File: src/rtl/core/mpsm_pkg.sv
// shared constants and types for the multi-pattern string matcher
package mpsm_pkg;

   localparam int MAX_STATES = 1024;
   localparam int ALPHABET   = 256;
   localparam int SLOTS      = 8;
   localparam int MAX_TEXT   = 65536;

   localparam int STATE_W = $clog2(MAX_STATES);
   localparam int SYM_W   = $clog2(ALPHABET);
   localparam int SLOT_W  = (SLOTS > 1) ? $clog2(SLOTS) : 1;
   localparam int TADDR_W = STATE_W + SYM_W;
   localparam int POS_W   = $clog2(MAX_TEXT);
   localparam int PAT_W   = 10;
   localparam int LEN_W   = 8;
   localparam int START_W = 16;

   localparam logic [POS_W-1:0] POS_MAX = POS_W'(MAX_TEXT - 1);

   localparam logic [1:0] KIND_SCAN  = 2'd0;
   localparam logic [1:0] KIND_TRANS = 2'd1;
   localparam logic [1:0] KIND_SLOT  = 2'd2;

   typedef struct packed {
      logic             valid;
      logic [PAT_W-1:0] pattern;
      logic [LEN_W-1:0] length;
   } slot_type;

   typedef slot_type [SLOTS-1:0] row_type;
   typedef logic [SLOTS-1:0] slot_mask_type;

   typedef struct packed {
      logic             any;
      logic             last;
      logic [PAT_W-1:0] pattern;
      logic [LEN_W-1:0] length;
      slot_mask_type    rest;
   } sel_type;

endpackage

File: src/rtl/core/mpsm_slot_sel.sv
// picks the lowest pending valid match slot of a row
module mpsm_slot_sel (
   input  mpsm_pkg::row_type       row,
   input  mpsm_pkg::slot_mask_type pend,
   output mpsm_pkg::sel_type       sel
);
   import mpsm_pkg::*;

   slot_mask_type eff;
   slot_mask_type pick;
   logic          found;

   always_comb begin
      for (int i = 0; i < SLOTS; i++) begin
         eff[i] = pend[i] & row[i].valid;
      end
      pick        = '0;
      found       = 1'b0;
      sel.pattern = '0;
      sel.length  = '0;
      for (int i = 0; i < SLOTS; i++) begin
         if (eff[i] && !found) begin
            found       = 1'b1;
            pick[i]     = 1'b1;
            sel.pattern = row[i].pattern;
            sel.length  = row[i].length;
         end
      end
      sel.any  = found;
      sel.rest = eff & ~pick;
      sel.last = (sel.rest == '0);
   end

endmodule

File: config.mk
export PLATFORM = sky130hd
export DESIGN_NAME = mpsm_slot_sel
export DESIGN_NICKNAME = d
export VERILOG_FILES = /design/src/rtl/core/mpsm_pkg.sv /design/src/rtl/core/mpsm_slot_sel.sv
export SDC_FILE = /design/constraint.sdc
export NUM_CORES = 1
export LEC_CHECK = 0
export BUFFER_PORTS_ARGS = -buffer_cell sky130_fd_sc_hd__buf_4
export CORE_AREA = 2 2 73 75
export DETAILED_ROUTE_END_ITERATION = 7
export DIE_AREA = 0 0 75 77
export GPL_TIMING_DRIVEN = 0
export PLACE_DENSITY = 0.72
export SETUP_SLACK_MARGIN = 0.3
export SYNTH_ARGS = -nofsm -noshare
export SYNTH_HDL_FRONTEND = slang
export SYNTH_SLANG_ARGS = --single-unit
File: constraint.sdc
create_clock -name vclk -period 2.5
set_clock_uncertainty 0.2 [all_clocks]
set_input_delay 0 -clock vclk [all_inputs]
set_output_delay 0 -clock vclk [all_outputs]
set_load 0.01 [all_outputs]
==> out/summary.log <==
INFO  run_status     run_status=completed
INFO  placement      port-buffer-count=187
INFO  final_layout   final.clkbuf_count=0
INFO  routing        avgViaCountPerCell=5.396
INFO  final_layout   design.seq.count=0
INFO  floorplanning  core=4977um^2
INFO  sta            grt_setup_unrepaired=false
INFO  routing        detailed_route_wl=7894um
INFO  final_layout   final_common_cell=buf_4
INFO  routing        detail-route-antenna-nets=0
INFO  pwr            power.density_cell_area=203.2nW/um^2
INFO  floorplanning  die_area=5775um^2
INFO  critical_path  crit_path_category=in -> out
INFO  synth          syn_nets=364
INFO  synth          synth_sequential_area_ratio=0%
INFO  final_layout   filler_cell_count=523
INFO  synth          synth.cell_area=1326um^2
INFO  floorplanning  boundaryPins=188
INFO  floorplanning  std_cell_rows=26
INFO  pwr            cellLeakagePower=1.361nW
INFO  final_layout   multiInputGateArea=1186um^2
INFO  sta            min_period_over_period=80.80%
INFO  final_layout   finish.net_count=554
INFO  sta            timing.final.max_slew_violations=0
INFO  floorplanning  die_x=75um
INFO  sta            fin_hold_ws=103.6ps
INFO  critical_path  end_kind=primary output
INFO  sta            setup_tns=0ps
INFO  final_layout   area_growth_syn_to_layout=113.9%
INFO  sta            timing.final.setup_violations=0
INFO  grt            initial_antenna_violation_count=0
INFO  critical_path  critical_path.max_fanout=10
INFO  final_layout   proportion_of_layout_cells_with_a_drive_suffix_above_1=55.36%
INFO  grt            number_of_global_route_vias_before_repair=2327
INFO  critical_path  cp_cell_sequence=buf_4 -> and2_1 -> clkbuf_1 -> nor4_4 -> a222oi_1 -> a2bb2oi_1 -> a31oi_1 -> buf_4
INFO  final_layout   seqCellArea=0um^2
INFO  final_layout   post-route-util=56.99%
INFO  critical_path  crit_path_max_incr_delay=530ps
INFO  clock_network  cts_hold_buf=0
INFO  sta            max_freq=495.1MHz
INFO  sta            hold_violations=0
INFO  run            maxCapViolCount=0
INFO  synth          postSynthCellCount=204
INFO  worst_hold_path hold_path_class=in -> out
INFO  final_layout   instances_no_fill=462
INFO  pwr            ir_worst_vdd=0.0001011V
INFO  critical_path  crit_top_cell=buf_4
INFO  grt            overflow=0
INFO  grt            grtUsageTotal=24.49%
INFO  sta            worstMarginPinSlew=569.6ps
INFO  final_layout   layout.cells.most_common_list=190 x buf_4, 25 x nor2_1, 21 x o21ai_0
INFO  critical_path  critPathSlowestCell=nor4_4
INFO  synth          number_of_different_library_cells_in_the_post_synthesis_netlist=38
INFO  synth          synth_area_per_cell=6.501um^2
INFO  grt            grt_start_max_net_pins=11
INFO  grt            grt_pass1_wl=11130um
INFO  synth          ys_warn_count=0
INFO  critical_path  cp_data_arrival_time=1820ps
INFO  floorplanning  dieHeight=77um
INFO  routing        drt_pre_antenna_iters=4
INFO  floorplanning  floorplan.initialDensity=26.65%
INFO  critical_path  critical_path_required=2300ps
INFO  sta            maxSlewHeadroom=61.95%
INFO  sta            period_needed=2020ps
INFO  placement      dp_wirelength=6654um
INFO  final_layout   n_antenna_cell=0
INFO  placement      place_inst=461
INFO  placement      place.gp.congestion=0.8061
INFO  routing        wire_per_inst=17.09um
INFO  routing        initialDrtViolationCount=111
INFO  routing        vias=2493
INFO  routing        drt_drc_violations_left=0
INFO  critical_path  start_kind=primary input
-- cell usage after synthesis (2+ instances only) --
master / number / area [um^2]
nor2_1: 26 / 97.59
o21ai_0: 21 / 105.1
nand2_1: 20 / 75.07
a21oi_1: 17 / 85.08
a222oi_1: 12 / 120.1
nand3_1: 12 / 60.06
a2bb2oi_1: 10 / 87.58
a31oi_1: 10 / 62.56
a221o_2: 9 / 101.4
buf_6: 8 / 90.09
a221oi_1: 6 / 52.55
clkbuf_1: 6 / 22.52
o22ai_1: 6 / 37.54
a221o_1: 5 / 50.05
and2_1: 4 / 25.02
a21o_1: 3 / 22.52
a32oi_1: 3 / 26.28
buf_2: 3 / 15.01
a2111o_1: 2 / 22.52
buf_4: 2 / 15.01
nand3_2: 2 / 20.02
-- routing by layer --
metal	up-vias	GRT usage [%]	wire length, um
met5	-	0	0
met2	149	46.75	4082
met3	12	6.307	856
li1	1220	-	-
met4	0	4.286	167
met1	1112	26.21	2788
-- worst paths after layout --
path,to,cells after the start,slack [ps],startpoint
hold / removal,sel[23],4,100,row[148]
setup / recovery,sel[13],8,480,pend[4]
-- repair_timing --
action                                  4_1_cts  5_1_grt
endpoints found under the setup margin        9        3
buffers inserted                              1        0
resized for setup                             1        1
pin swaps                                     1        0
-- critical path: cells and delay by family --
family,cells,cell delay [ps]
AOI/OAI and AO/OA,3,610
and+or+nand+nor,2,670
buffers and inverters,3,540
-- cell type report --
class	count	share of cell area (%)
buffer	20	5.337
multi-input combinational	184	41.82
tap	70	3.088
timing repair buffer	188	49.76
-- metrics by stage --
step | power [W] | worst slack (ps) | instance area, um^2
2_1_floorplan | 0.0002405 | 823.3 | 1326
3_3_place_gp | 0.0005672 | 233.1 | 2818
3_5_place_dp | 0.0005709 | 181.3 | 2818
4_1_cts | 0.0005764 | 351.3 | 2834
5_1_grt | 0.0006199 | 328.5 | 2836
6_report | 0.0005765 | 480.0 | 2836
-- where the power goes --
| part | internal [W] | switching (W) | total (W) |
|---|---|---|---|
| registers | 0 | 0 | 0 |
| clock network | 0 | 0 | 0 |
| logic | 0.000337 | 0.000240 | 0.000576 |
-- cell families (layout without fill, tap and decap cells) --
kind of cell	count (synthesis)	count (layout)	synth area share (%)
buffers and inverters	20	208	11.41
AOI/OAI and AO/OA	110	110	61.89
and+or+nand+nor	73	73	26.42
other	1	1	0.2827
(Power assumes the default switching activity.)
